==> src/hdl/gbc_pkg.sv <==
// ----------------------------------------------------------------------------
// gbc_pkg
// Shared constants, codes and types of the gyro bias calibrator.
// ----------------------------------------------------------------------------
package gbc_pkg;

    localparam int SAMPLE_WIDTH_DEF = 16;
    localparam int COUNT_WIDTH_DEF  = 14;
    localparam int OFFSET_FRAC_DEF  = 4;

    localparam int NUM_AXES      = 3;
    localparam int CAL_SAMPLES_W = 14;
    localparam int THRESH_W      = 16;
    localparam int CFG_DATA_W    = 16;
    localparam int CFG_INDEX_W   = 1;
    localparam int ACCEL_OUT_W   = 16;
    localparam int RATE_W        = 17;

    // 1/16.4 scale into 1/16 deg/s: x * 3996 >> 12
    localparam int                 SCALE_W     = 13;
    localparam logic signed [12:0] SCALE_MUL   = 13'sd3996;
    localparam int                 SCALE_SHIFT = 12;

    localparam logic [CAL_SAMPLES_W-1:0] CAL_SAMPLES_RST = 14'd8000;
    localparam logic [THRESH_W-1:0]      THRESH_RST      = 16'd100;

    localparam logic KIND_DATA = 1'b0;
    localparam logic KIND_CAL  = 1'b1;

    typedef enum logic [CFG_INDEX_W-1:0] {
        REG_CAL_SAMPLES = 1'b0,
        REG_MOTION_THR  = 1'b1
    } t_cfg_reg;

    typedef enum logic [1:0] {
        PH_IDLE  = 2'd0,
        PH_CAL   = 2'd1,
        PH_READY = 2'd2
    } t_phase;

    typedef enum logic [2:0] {
        ST_ACCEPT,
        ST_CHECK,
        ST_SCALE,
        ST_DIVIDE,
        ST_PUSH
    } t_state;

    typedef struct packed {
        logic clear;
        logic sample_idle;
        logic sample_cal;
        logic sample_ready;
        logic scale;
        logic div_start;
        logic div_step;
        logic div_finish;
    } t_lane_ctl;

    typedef struct packed {
        logic                          moved;
        logic signed [ACCEL_OUT_W-1:0] accel;
        logic signed [RATE_W-1:0]      rate;
    } t_lane_stat;

endpackage

==> src/hdl/gbc_if.sv <==
// ----------------------------------------------------------------------------
// gbc_if
// Valid/ready channels for sensor requests in and results out.
// ----------------------------------------------------------------------------
interface gbc_in_if #(
    parameter int SAMPLE_WIDTH = gbc_pkg::SAMPLE_WIDTH_DEF
);
    logic                           valid;
    logic                           ready;
    logic                           mode;
    logic signed [SAMPLE_WIDTH-1:0] accel_x;
    logic signed [SAMPLE_WIDTH-1:0] accel_y;
    logic signed [SAMPLE_WIDTH-1:0] accel_z;
    logic signed [SAMPLE_WIDTH-1:0] gyro_x;
    logic signed [SAMPLE_WIDTH-1:0] gyro_y;
    logic signed [SAMPLE_WIDTH-1:0] gyro_z;

    modport source (
        output valid, mode, accel_x, accel_y, accel_z, gyro_x, gyro_y, gyro_z,
        input  ready
    );
    modport sink (
        input  valid, mode, accel_x, accel_y, accel_z, gyro_x, gyro_y, gyro_z,
        output ready
    );
endinterface

interface gbc_out_if;
    logic                                    valid;
    logic                                    ready;
    logic                                    kind;
    logic signed [gbc_pkg::ACCEL_OUT_W-1:0]  accel_out_x;
    logic signed [gbc_pkg::ACCEL_OUT_W-1:0]  accel_out_y;
    logic signed [gbc_pkg::ACCEL_OUT_W-1:0]  accel_out_z;
    logic signed [gbc_pkg::RATE_W-1:0]       rate_x;
    logic signed [gbc_pkg::RATE_W-1:0]       rate_y;
    logic signed [gbc_pkg::RATE_W-1:0]       rate_z;
    logic                                    calibration_ok;

    modport source (
        output valid, kind, accel_out_x, accel_out_y, accel_out_z,
               rate_x, rate_y, rate_z, calibration_ok,
        input  ready
    );
    modport sink (
        input  valid, kind, accel_out_x, accel_out_y, accel_out_z,
               rate_x, rate_y, rate_z, calibration_ok,
        output ready
    );
endinterface

==> src/hdl/gyro_bias_calibrator.sv <==
// ----------------------------------------------------------------------------
// gyro_bias_calibrator
// Gyro bias calibration and rate correction, three axis lanes in parallel.
// ----------------------------------------------------------------------------
// A start command enters calibration and leaves the block in accept. A sensor
// request while ready passes through accept, scale multiply and result load,
// which waits for a free output register; the block takes no new request
// until that result is loaded. A calibration request is accepted and then
// checked for motion, with a failure result on motion. The request that
// completes calibration also runs each lane's restoring divider, one quotient
// bit per cycle over SAMPLE_WIDTH + COUNT_WIDTH + 1 + OFFSET_FRACTION_BITS
// bits (35 at the defaults). Idle samples produce no result. Results sit in an
// output register, so a new request is taken while the previous result waits.
// ----------------------------------------------------------------------------
module gyro_bias_calibrator #(
    parameter int SAMPLE_WIDTH         = gbc_pkg::SAMPLE_WIDTH_DEF,
    parameter int COUNT_WIDTH          = gbc_pkg::COUNT_WIDTH_DEF,
    parameter int OFFSET_FRACTION_BITS = gbc_pkg::OFFSET_FRAC_DEF
) (
    input  logic                             i_clk,
    input  logic                             i_rst_n,
    input  logic                             i_cfg_we,
    input  logic [gbc_pkg::CFG_INDEX_W-1:0]  i_cfg_index,
    input  logic [gbc_pkg::CFG_DATA_W-1:0]   i_cfg_data,
    gbc_in_if.sink                           i_in,
    gbc_out_if.source                        o_out
);

    localparam int DVD_W = SAMPLE_WIDTH + COUNT_WIDTH + 1 + OFFSET_FRACTION_BITS;
    localparam int DCN_W = $clog2(DVD_W + 1);
    localparam int CNT_CMP_W = (COUNT_WIDTH > gbc_pkg::CAL_SAMPLES_W) ? COUNT_WIDTH
                                                                      : gbc_pkg::CAL_SAMPLES_W;

    gbc_pkg::t_state                     r_state, n_state;
    gbc_pkg::t_phase                     r_phase, n_phase;
    logic [COUNT_WIDTH-1:0]              r_count, n_count;
    logic [DCN_W-1:0]                    r_div_cnt, n_div_cnt;
    logic                                r_res_kind, n_res_kind;
    logic                                r_res_ok, n_res_ok;
    logic [gbc_pkg::CAL_SAMPLES_W-1:0]   r_cal_samples;
    logic [gbc_pkg::THRESH_W-1:0]        r_threshold;

    gbc_pkg::t_lane_ctl             w_ctl;
    gbc_pkg::t_lane_stat            w_stat [gbc_pkg::NUM_AXES];
    logic signed [SAMPLE_WIDTH-1:0] w_accel [gbc_pkg::NUM_AXES];
    logic signed [SAMPLE_WIDTH-1:0] w_gyro  [gbc_pkg::NUM_AXES];
    logic                           w_in_acc;
    logic                           w_any_moved;
    logic                           w_out_free;
    logic                           w_load;
    logic                           w_cal_done;

    assign i_in.ready = (r_state == gbc_pkg::ST_ACCEPT);
    assign w_in_acc   = i_in.valid && i_in.ready;
    assign w_cal_done = CNT_CMP_W'(r_count) >= CNT_CMP_W'(r_cal_samples);

    assign w_accel[0] = i_in.accel_x;
    assign w_accel[1] = i_in.accel_y;
    assign w_accel[2] = i_in.accel_z;
    assign w_gyro[0]  = i_in.gyro_x;
    assign w_gyro[1]  = i_in.gyro_y;
    assign w_gyro[2]  = i_in.gyro_z;

    always_ff @(posedge i_clk) begin
        if (!i_rst_n) begin
            r_cal_samples <= gbc_pkg::CAL_SAMPLES_RST;
            r_threshold   <= gbc_pkg::THRESH_RST;
        end else if (i_cfg_we) begin
            case (gbc_pkg::t_cfg_reg'(i_cfg_index))
                gbc_pkg::REG_CAL_SAMPLES: begin
                    r_cal_samples <= i_cfg_data[gbc_pkg::CAL_SAMPLES_W-1:0];
                end
                gbc_pkg::REG_MOTION_THR: begin
                    r_threshold <= i_cfg_data[gbc_pkg::THRESH_W-1:0];
                end
                default: begin
                end
            endcase
        end
    end

    always_ff @(posedge i_clk) begin
        if (!i_rst_n) begin
            r_state    <= gbc_pkg::ST_ACCEPT;
            r_phase    <= gbc_pkg::PH_IDLE;
            r_count    <= '0;
            r_div_cnt  <= '0;
            r_res_kind <= gbc_pkg::KIND_DATA;
            r_res_ok   <= 1'b0;
        end else begin
            r_state    <= n_state;
            r_phase    <= n_phase;
            r_count    <= n_count;
            r_div_cnt  <= n_div_cnt;
            r_res_kind <= n_res_kind;
            r_res_ok   <= n_res_ok;
        end
    end

    always_comb begin
        n_state    = r_state;
        n_phase    = r_phase;
        n_count    = r_count;
        n_div_cnt  = r_div_cnt;
        n_res_kind = r_res_kind;
        n_res_ok   = r_res_ok;
        w_ctl      = '0;
        w_load     = 1'b0;
        case (r_state)
            gbc_pkg::ST_ACCEPT: begin
                if (w_in_acc) begin
                    if (i_in.mode) begin
                        n_phase   = gbc_pkg::PH_CAL;
                        n_count   = '0;
                        w_ctl.clear = 1'b1;
                    end else begin
                        case (r_phase)
                            gbc_pkg::PH_READY: begin
                                w_ctl.sample_ready = 1'b1;
                                n_state = gbc_pkg::ST_SCALE;
                            end
                            gbc_pkg::PH_CAL: begin
                                w_ctl.sample_cal = 1'b1;
                                n_count = r_count + 1'b1;
                                n_state = gbc_pkg::ST_CHECK;
                            end
                            default: begin
                                w_ctl.sample_idle = 1'b1;
                            end
                        endcase
                    end
                end
            end
            gbc_pkg::ST_SCALE: begin
                w_ctl.scale = 1'b1;
                n_res_kind  = gbc_pkg::KIND_DATA;
                n_res_ok    = 1'b0;
                n_state     = gbc_pkg::ST_PUSH;
            end
            gbc_pkg::ST_CHECK: begin
                if (w_any_moved) begin
                    n_phase    = gbc_pkg::PH_IDLE;
                    n_res_kind = gbc_pkg::KIND_CAL;
                    n_res_ok   = 1'b0;
                    n_state    = gbc_pkg::ST_PUSH;
                end else if (w_cal_done) begin
                    w_ctl.div_start = 1'b1;
                    n_div_cnt = DCN_W'(DVD_W);
                    n_state   = gbc_pkg::ST_DIVIDE;
                end else begin
                    n_state = gbc_pkg::ST_ACCEPT;
                end
            end
            gbc_pkg::ST_DIVIDE: begin
                if (r_div_cnt != '0) begin
                    w_ctl.div_step = 1'b1;
                    n_div_cnt = r_div_cnt - 1'b1;
                end else begin
                    w_ctl.div_finish = 1'b1;
                    n_phase    = gbc_pkg::PH_READY;
                    n_res_kind = gbc_pkg::KIND_CAL;
                    n_res_ok   = 1'b1;
                    n_state    = gbc_pkg::ST_PUSH;
                end
            end
            gbc_pkg::ST_PUSH: begin
                if (w_out_free) begin
                    w_load  = 1'b1;
                    n_state = gbc_pkg::ST_ACCEPT;
                end
            end
            default: begin
                n_state = gbc_pkg::ST_ACCEPT;
            end
        endcase
    end

    for (genvar a = 0; a < gbc_pkg::NUM_AXES; a++) begin : g_lane
        gbc_lane #(
            .SAMPLE_WIDTH         (SAMPLE_WIDTH),
            .COUNT_WIDTH          (COUNT_WIDTH),
            .OFFSET_FRACTION_BITS (OFFSET_FRACTION_BITS)
        ) u_lane (
            .i_clk       (i_clk),
            .i_rst_n     (i_rst_n),
            .i_ctl       (w_ctl),
            .i_accel     (w_accel[a]),
            .i_gyro      (w_gyro[a]),
            .i_threshold (r_threshold),
            .i_count     (r_count),
            .o_stat      (w_stat[a])
        );
    end

    gbc_merge u_merge (
        .i_clk       (i_clk),
        .i_rst_n     (i_rst_n),
        .i_stat      (w_stat),
        .i_load      (w_load),
        .i_kind      (r_res_kind),
        .i_ok        (r_res_ok),
        .o_any_moved (w_any_moved),
        .o_free      (w_out_free),
        .o_out       (o_out)
    );

    a_start_cmd: assert property (@(posedge i_clk) disable iff (!i_rst_n)
        w_in_acc && i_in.mode |=> r_phase == gbc_pkg::PH_CAL && r_count == '0)
        else $error("start request did not enter calibration");

    a_load_from_push: assert property (@(posedge i_clk) disable iff (!i_rst_n)
        $rose(o_out.valid) |-> $past(r_state == gbc_pkg::ST_PUSH))
        else $error("result appeared outside the push state");

    a_divide_in_cal: assert property (@(posedge i_clk) disable iff (!i_rst_n)
        r_state == gbc_pkg::ST_DIVIDE |-> r_phase == gbc_pkg::PH_CAL)
        else $error("offset division outside calibration");

    a_motion_fail: assert property (@(posedge i_clk) disable iff (!i_rst_n)
        r_state == gbc_pkg::ST_CHECK && w_any_moved |=>
            r_phase == gbc_pkg::PH_IDLE && r_state == gbc_pkg::ST_PUSH && !r_res_ok)
        else $error("motion did not abort calibration");

endmodule

==> src/hdl/gbc_lane.sv <==
// ----------------------------------------------------------------------------
// gbc_lane
// One gyro axis: motion check, bias sum, restoring divider for the offset,
// bias removal and 1/16.4 scaling.
// ----------------------------------------------------------------------------
module gbc_lane #(
    parameter int SAMPLE_WIDTH         = gbc_pkg::SAMPLE_WIDTH_DEF,
    parameter int COUNT_WIDTH          = gbc_pkg::COUNT_WIDTH_DEF,
    parameter int OFFSET_FRACTION_BITS = gbc_pkg::OFFSET_FRAC_DEF
) (
    input  logic                               i_clk,
    input  logic                               i_rst_n,
    input  gbc_pkg::t_lane_ctl                 i_ctl,
    input  logic signed [SAMPLE_WIDTH-1:0]     i_accel,
    input  logic signed [SAMPLE_WIDTH-1:0]     i_gyro,
    input  logic [gbc_pkg::THRESH_W-1:0]       i_threshold,
    input  logic [COUNT_WIDTH-1:0]             i_count,
    output gbc_pkg::t_lane_stat                o_stat
);

    localparam int SUM_W = SAMPLE_WIDTH + COUNT_WIDTH + 1;
    localparam int DVD_W = SUM_W + OFFSET_FRACTION_BITS;
    localparam int OFS_W = SAMPLE_WIDTH + OFFSET_FRACTION_BITS;
    localparam int DIF_W = OFS_W + 1;
    localparam int MUL_W = DIF_W + gbc_pkg::SCALE_W;
    localparam int RSH   = gbc_pkg::SCALE_SHIFT + OFFSET_FRACTION_BITS;
    localparam int PRD_W = (MUL_W > RSH + gbc_pkg::RATE_W) ? MUL_W : RSH + gbc_pkg::RATE_W;
    localparam int MAG_W = SAMPLE_WIDTH + 1;
    localparam int CMP_W = (MAG_W > gbc_pkg::THRESH_W) ? MAG_W : gbc_pkg::THRESH_W;
    localparam int ACC_W = (SAMPLE_WIDTH > gbc_pkg::ACCEL_OUT_W) ? SAMPLE_WIDTH
                                                                 : gbc_pkg::ACCEL_OUT_W;

    logic signed [SAMPLE_WIDTH-1:0] r_prev;
    logic signed [SAMPLE_WIDTH-1:0] r_accel;
    logic signed [SUM_W-1:0]        r_sum;
    logic signed [OFS_W-1:0]        r_bias;
    logic                           r_moved;
    logic signed [DIF_W-1:0]        r_diff;
    logic signed [PRD_W-1:0]        r_prod;
    logic [COUNT_WIDTH-1:0]         r_rem;
    logic [DVD_W-1:0]               r_quo;
    logic                           r_neg;

    logic signed [MAG_W-1:0] w_delta;
    logic [MAG_W-1:0]        w_mag;
    logic                    w_moved;
    logic signed [DIF_W-1:0] w_unbiased;
    logic [SUM_W-1:0]        w_abs_sum;
    logic [COUNT_WIDTH-1:0]  w_dvs;
    logic [COUNT_WIDTH:0]    w_shift;
    logic [COUNT_WIDTH:0]    w_trial;
    logic signed [ACC_W-1:0] w_acc_wide;

    assign w_delta    = MAG_W'(i_gyro) - MAG_W'(r_prev);
    assign w_mag      = w_delta[MAG_W-1] ? MAG_W'(-w_delta) : MAG_W'(w_delta);
    assign w_moved    = CMP_W'(w_mag) > CMP_W'(i_threshold);
    assign w_unbiased = (DIF_W'(i_gyro) <<< OFFSET_FRACTION_BITS) - DIF_W'(r_bias);

    assign w_abs_sum = r_sum[SUM_W-1] ? SUM_W'(-r_sum) : SUM_W'(r_sum);
    assign w_dvs     = (i_count == '0) ? COUNT_WIDTH'(1) : i_count;
    assign w_shift   = {r_rem, r_quo[DVD_W-1]};
    assign w_trial   = w_shift - {1'b0, w_dvs};

    always_ff @(posedge i_clk) begin
        if (!i_rst_n) begin
            r_prev  <= '0;
            r_sum   <= '0;
            r_bias  <= '0;
            r_moved <= 1'b0;
        end else begin
            if (i_ctl.clear) begin
                r_sum <= '0;
            end
            if (i_ctl.sample_idle || i_ctl.sample_cal || i_ctl.sample_ready) begin
                r_prev <= i_gyro;
            end
            if (i_ctl.sample_cal) begin
                r_sum   <= r_sum + SUM_W'(i_gyro);
                r_moved <= w_moved;
            end
            if (i_ctl.div_finish) begin
                r_bias <= r_neg ? OFS_W'(-r_quo) : OFS_W'(r_quo);
            end
        end
    end

    always_ff @(posedge i_clk) begin
        if (i_ctl.sample_ready) begin
            r_accel <= i_accel;
            r_diff  <= w_unbiased;
        end
        if (i_ctl.scale) begin
            r_prod <= PRD_W'(r_diff) * PRD_W'(gbc_pkg::SCALE_MUL);
        end
        if (i_ctl.div_start) begin
            r_neg <= r_sum[SUM_W-1];
            r_rem <= '0;
            r_quo <= DVD_W'(w_abs_sum) << OFFSET_FRACTION_BITS;
        end else if (i_ctl.div_step) begin
            if (!w_trial[COUNT_WIDTH]) begin
                r_rem <= w_trial[COUNT_WIDTH-1:0];
                r_quo <= {r_quo[DVD_W-2:0], 1'b1};
            end else begin
                r_rem <= w_shift[COUNT_WIDTH-1:0];
                r_quo <= {r_quo[DVD_W-2:0], 1'b0};
            end
        end
    end

    assign w_acc_wide   = ACC_W'(r_accel);
    assign o_stat.moved = r_moved;
    assign o_stat.accel = w_acc_wide[gbc_pkg::ACCEL_OUT_W-1:0];
    assign o_stat.rate  = r_prod[RSH +: gbc_pkg::RATE_W];

endmodule

==> src/hdl/gbc_merge.sv <==
// ----------------------------------------------------------------------------
// gbc_merge
// Combines the axis lanes: motion flag reduction and the registered result
// stage that drives the output channel.
// ----------------------------------------------------------------------------
module gbc_merge (
    input  logic                i_clk,
    input  logic                i_rst_n,
    input  gbc_pkg::t_lane_stat i_stat [gbc_pkg::NUM_AXES],
    input  logic                i_load,
    input  logic                i_kind,
    input  logic                i_ok,
    output logic                o_any_moved,
    output logic                o_free,
    gbc_out_if.source           o_out
);

    logic                                   r_valid;
    logic                                   r_kind;
    logic                                   r_ok;
    logic signed [gbc_pkg::ACCEL_OUT_W-1:0] r_accel [gbc_pkg::NUM_AXES];
    logic signed [gbc_pkg::RATE_W-1:0]      r_rate  [gbc_pkg::NUM_AXES];

    always_comb begin
        o_any_moved = 1'b0;
        for (int a = 0; a < gbc_pkg::NUM_AXES; a++) begin
            o_any_moved = o_any_moved | i_stat[a].moved;
        end
    end

    assign o_free = !r_valid || o_out.ready;

    always_ff @(posedge i_clk) begin
        if (!i_rst_n) begin
            r_valid <= 1'b0;
        end else if (i_load) begin
            r_valid <= 1'b1;
        end else if (o_out.ready) begin
            r_valid <= 1'b0;
        end
    end

    always_ff @(posedge i_clk) begin
        if (i_load) begin
            r_kind <= i_kind;
            r_ok   <= (i_kind == gbc_pkg::KIND_CAL) && i_ok;
            for (int a = 0; a < gbc_pkg::NUM_AXES; a++) begin
                r_accel[a] <= (i_kind == gbc_pkg::KIND_DATA) ? i_stat[a].accel : '0;
                r_rate[a]  <= (i_kind == gbc_pkg::KIND_DATA) ? i_stat[a].rate  : '0;
            end
        end
    end

    assign o_out.valid          = r_valid;
    assign o_out.kind           = r_kind;
    assign o_out.calibration_ok = r_ok;
    assign o_out.accel_out_x    = r_accel[0];
    assign o_out.accel_out_y    = r_accel[1];
    assign o_out.accel_out_z    = r_accel[2];
    assign o_out.rate_x         = r_rate[0];
    assign o_out.rate_y         = r_rate[1];
    assign o_out.rate_z         = r_rate[2];

endmodule
==> src/flat_wrapper.sv <==
// flat-port wrapper written by rule: the top's interface ports become plain ports
module gyro_bias_calibrator_flat 
#(
    parameter int SAMPLE_WIDTH         = gbc_pkg::SAMPLE_WIDTH_DEF,
    parameter int COUNT_WIDTH          = gbc_pkg::COUNT_WIDTH_DEF,
    parameter int OFFSET_FRACTION_BITS = gbc_pkg::OFFSET_FRAC_DEF
)
  (i_clk, i_rst_n, i_cfg_we, i_cfg_index, i_cfg_data, i_in_valid, i_in_mode, i_in_accel_x, i_in_accel_y, i_in_accel_z, i_in_gyro_x, i_in_gyro_y, i_in_gyro_z, i_in_ready, o_out_valid, o_out_kind, o_out_accel_out_x, o_out_accel_out_y, o_out_accel_out_z, o_out_rate_x, o_out_rate_y, o_out_rate_z, o_out_calibration_ok, o_out_ready);
  gbc_in_if #(.SAMPLE_WIDTH(SAMPLE_WIDTH)) i_in_i ();
  gbc_out_if o_out_i ();
  input  logic i_clk;
  input  logic i_rst_n;
  input  logic i_cfg_we;
  input  logic [gbc_pkg::CFG_INDEX_W-1:0] i_cfg_index;
  input  logic [gbc_pkg::CFG_DATA_W-1:0] i_cfg_data;
  input wire logic [$bits(i_in_i.valid)-1:0] i_in_valid;
  input wire logic [$bits(i_in_i.mode)-1:0] i_in_mode;
  input wire logic [$bits(i_in_i.accel_x)-1:0] i_in_accel_x;
  input wire logic [$bits(i_in_i.accel_y)-1:0] i_in_accel_y;
  input wire logic [$bits(i_in_i.accel_z)-1:0] i_in_accel_z;
  input wire logic [$bits(i_in_i.gyro_x)-1:0] i_in_gyro_x;
  input wire logic [$bits(i_in_i.gyro_y)-1:0] i_in_gyro_y;
  input wire logic [$bits(i_in_i.gyro_z)-1:0] i_in_gyro_z;
  output wire logic [$bits(i_in_i.ready)-1:0] i_in_ready;
  output wire logic [$bits(o_out_i.valid)-1:0] o_out_valid;
  output wire logic [$bits(o_out_i.kind)-1:0] o_out_kind;
  output wire logic [$bits(o_out_i.accel_out_x)-1:0] o_out_accel_out_x;
  output wire logic [$bits(o_out_i.accel_out_y)-1:0] o_out_accel_out_y;
  output wire logic [$bits(o_out_i.accel_out_z)-1:0] o_out_accel_out_z;
  output wire logic [$bits(o_out_i.rate_x)-1:0] o_out_rate_x;
  output wire logic [$bits(o_out_i.rate_y)-1:0] o_out_rate_y;
  output wire logic [$bits(o_out_i.rate_z)-1:0] o_out_rate_z;
  output wire logic [$bits(o_out_i.calibration_ok)-1:0] o_out_calibration_ok;
  input wire logic [$bits(o_out_i.ready)-1:0] o_out_ready;
  assign i_in_i.valid = i_in_valid;
  assign i_in_i.mode = i_in_mode;
  assign i_in_i.accel_x = i_in_accel_x;
  assign i_in_i.accel_y = i_in_accel_y;
  assign i_in_i.accel_z = i_in_accel_z;
  assign i_in_i.gyro_x = i_in_gyro_x;
  assign i_in_i.gyro_y = i_in_gyro_y;
  assign i_in_i.gyro_z = i_in_gyro_z;
  assign i_in_ready = i_in_i.ready;
  assign o_out_valid = o_out_i.valid;
  assign o_out_kind = o_out_i.kind;
  assign o_out_accel_out_x = o_out_i.accel_out_x;
  assign o_out_accel_out_y = o_out_i.accel_out_y;
  assign o_out_accel_out_z = o_out_i.accel_out_z;
  assign o_out_rate_x = o_out_i.rate_x;
  assign o_out_rate_y = o_out_i.rate_y;
  assign o_out_rate_z = o_out_i.rate_z;
  assign o_out_calibration_ok = o_out_i.calibration_ok;
  assign o_out_i.ready = o_out_ready;
  gyro_bias_calibrator #(.SAMPLE_WIDTH(SAMPLE_WIDTH), .COUNT_WIDTH(COUNT_WIDTH), .OFFSET_FRACTION_BITS(OFFSET_FRACTION_BITS)) u_core (.i_clk(i_clk), .i_rst_n(i_rst_n), .i_cfg_we(i_cfg_we), .i_cfg_index(i_cfg_index), .i_cfg_data(i_cfg_data), .i_in(i_in_i), .o_out(o_out_i));
endmodule
==> config.mk <==
export PLATFORM = sky130hd
export DESIGN_NAME = gyro_bias_calibrator_flat
export DESIGN_NICKNAME = d
export VERILOG_FILES = /design/src/hdl/gbc_pkg.sv /design/src/hdl/gbc_if.sv /design/src/hdl/gyro_bias_calibrator.sv /design/src/hdl/gbc_lane.sv /design/src/hdl/gbc_merge.sv /design/src/flat_wrapper.sv
export SDC_FILE = /design/constraint.sdc
export NUM_CORES = 2
export LEC_CHECK = 0
export ABC_AREA = 1
export BUFFER_PORTS_ARGS = -buffer_cell sky130_fd_sc_hd__buf_2
export CORE_ASPECT_RATIO = 0.9
export CORE_MARGIN = 3
export CORE_UTILIZATION = 60
export CTS_CLUSTER_SIZE = 40
export DETAILED_ROUTE_END_ITERATION = 12
export PLACE_DENSITY = 0.86
export SYNTH_ARGS = -nofsm -noshare
export SYNTH_HDL_FRONTEND = slang
export SYNTH_SLANG_ARGS = --single-unit
==> constraint.sdc <==
create_clock -name i_clk -period 12.6 [get_ports i_clk]
set_input_delay 1.89 -clock i_clk [delete_from_list [all_inputs] [get_ports i_clk]]
set_output_delay 1.89 -clock i_clk [all_outputs]
set_load 0.02 [all_outputs]
==> results.toml <==
[timing]
period_needed_ps = 5700
finClkSkew_ps = 29.84
rsz0062_at_grt = "false"
finalCritPeriodShare = 0.4524
drv_slew = 0
setup_violations = 0
timing.fmax_mhz = 175.4
finalHoldViolations = 0
final.setup.tns_ps = 0
worst_pin_slew_ps = 1247
slew_headroom = 0.1684

[die]
coreArea_sq_um = 97020
die_h_um = 303.7
row_count = 108
start_util = 0.6088
ios = 222
dieWidth_um = 336.7
die_area_sq_um = 102200

[min_path]
hp-class = "register to register"

[place]
dp.cells = 8832
place.gp.congestion = 0.9648
portBuffers = 221
place_hpwl_um = 117200
dpl_cell_area_sq_um = 61310

[global_routing]
antenna_found_initial = 15
grtUsageTotal = 0.2935
overflow = 0
grt_max_degree = 93
grt_pass1_vias = 49500
grt_pass1_wl_um = 246500

[pwr]
power-per-cell-area_nw_per_um2 = 94.66
p_leak_uw = 0.03045
max-vdd-ir-drop_mv = 0.09356
power_uw = 6066

[critical_path]
required_ps = 13010
cp_data_arrival_time_ps = 6110
critical_path.startpoint_type = "register"
crit_path_end_kind = "register"
path_max_fanout = 26
worstSetupPathType = "register to register"

[clock_network]
cts_resized = 0
post-cts-setup-buffers = 0
clk_latency_ps = 670
ctsHoldBuffers = 0
clockBufferDepth = 3
path_clk_slew_ps = 60
cts_tree = "built"
cts_buffers = 77
htree_num_levels = 3
clock-sinks = 675
cts_root_buffer = "clkbuf_16"

[logic_synthesis]
synth_edf_count = 359
yosys.area_share.adder = 0.2488
synthMuxAreaShare = 0.0001695
ys.flop_type = "edfxtp_1"
ys_seq_elements = 675
synth_cells = 7473
synthDistinctLibCells = 67
ys_seq_area_frac = 0.2896
netlist_area_sq_um = 59060
async_reset_ff_frac = 0
syn_nets = 8545
yosys.area_share.simple = 0.1832
synth_xor_area_frac = 0.04608
syn_avg_cell_area_sq_um = 7.904
synth-compound-area-share = 0.1292
yosys_warnings = 0
synth_top_family_by_area = "adder cells"

[detailed_routing]
drt_pass1_iterations = 6
post-route-drc-count = 0
routedWlPerCell_um = 16.86
drt-initial-drc-count = 4181
viasPerCell = 5.631
ant_nets = 0
vias = 50580
wl_um = 151400

[finish]
final_cell_mix = "inv_1 (1430), nand2_1 (1354), a21oi_1 (635)"
fin_nets = 8718
utilization = 0.6605
syn_to_final_growth_pct = 8.501
mostFrequentLayoutCell = "inv_1"
fin_area_sq_um = 64080
drive_gt1_frac = 0.06551
final_cell_count_no_fill = 8983

[outcome]
status = "complete, no violations"

[run]
maxCapViolations = 0
-- cell usage after synthesis (all sizes together) (32+ instances only) --
library cell / count / area (sq um)
nor2: 588 / 2260
a31oi: 32 / 200.2
xor2: 213 / 1873
edfxtp: 359 / 10780
o211ai: 59 / 442.9
nand2: 1379 / 5234
o22ai: 47 / 294.0
o21ai: 472 / 2370
clkbuf: 97 / 364.1
ha: 584 / 7307
fa: 369 / 7387
nand3: 315 / 1597
nand4: 95 / 594.3
xnor2: 96 / 848.3
nor4: 33 / 206.5
or2: 41 / 256.5
buf: 49 / 279.0
a21oi: 641 / 3238
nor3: 67 / 411.6
inv: 1446 / 5428
dfxtp: 316 / 6326
-- layer usage --
| layer | track usage | up-vias | part of all wire |
|---|---|---|---|
| li1 | - | 24680 | - |
| met1 | 0.3908 | 23670 | 0.43 |
| met2 | 0.4888 | 1867 | 0.46 |
| met3 | 0.05302 | 352 | 0.080 |
| met4 | 0.08703 | 12 | 0.029 |
| met5 | 0 | - | 0.00050 |
-- cell type report --
cell class,count,area [sq um]
fill,7942,32940
antenna,9,22.52
clock buffer,89,2034
inverter,1448,5439
sequential,675,17110
tap,1265,1583
multi-input combinational,5204,35930
timing repair buffer,240,1251
clock inverter,53,716.9
-- logic make-up (layout without fill, tap and decap cells) --
family / after synthesis / in the layout
AOI/OAI and AO/OA: 1387 / 1387
xor gates and xnor gates: 309 / 309
other: 0 / 9
muxes: 1 / 1
and+or+nand+nor: 2554 / 2554
buffers and inverters: 1594 / 1830
DFF: 675 / 675
adders and majority gates: 953 / 953
-- critical path: stages (launching register included) --
cell	delay, ps
edfxtp_1	1030
inv_1	330
fa_1	550
fa_1	510
fa_1	500
inv_1	50
fa_1	470
inv_1	50
fa_1	470
inv_1	50
ha_1	340
a21oi_1	230
o21ai_0	120
a2111oi_0	540
nand2_1	100
nand2_1	80
nand2_1	50
-- sequential cells by signal, indices dropped and copies added, names as in the netlist, 14 cells and up --
name                          count
u_core.g_lane.u_lane.r_accel     48
u_core.g_lane.u_lane.r_bias      60
u_core.g_lane.u_lane.r_diff      63
u_core.g_lane.u_lane.r_prev      48
u_core.g_lane.u_lane.r_prod      51
u_core.g_lane.u_lane.r_quo      105
u_core.g_lane.u_lane.r_rem       42
u_core.g_lane.u_lane.r_sum       93
u_core.r_cal_samples             14
u_core.r_count                   14
u_core.r_threshold               16
u_core.u_merge.r_accel           48
u_core.u_merge.r_rate            51
-- stage by stage --
stage	hold slack (ps)	worst slack, ps
floorplan	406.4	2145
global placement	447.0	7082
detailed placement	453.3	6953
CTS	462.1	6930
global route	490.8	6563
finish	460.1	6900
-- path summary, 6_finish.rpt --
check                                               startpoint                                           end  slack (ps)  cells after the start
setup / recovery  u_core.g_lane[0].u_lane.r_diff[20]$_DFFE_PP_  u_core.g_lane[0].u_lane.r_prod[32]$_DFFE_PP_        6900                     16
hold / removal           u_core.r_cal_samples[13]$_SDFFE_PN0P_         u_core.r_cal_samples[13]$_SDFFE_PN0P_         460                      2
setup reg to reg  u_core.g_lane[0].u_lane.r_diff[20]$_DFFE_PP_  u_core.g_lane[0].u_lane.r_prod[32]$_DFFE_PP_        6900                     16
hold reg to reg          u_core.r_cal_samples[13]$_SDFFE_PN0P_         u_core.r_cal_samples[13]$_SDFFE_PN0P_         460                      2
-- power by group --
| part | internal (uW) | switching [uW] |
|---|---|---|
| sequential | 2380 | 40.0 |
| combinational | 414 | 810 |
| clock | 1430 | 991 |
| total | 4230 | 1840 |
(Power assumes the default switching activity.)
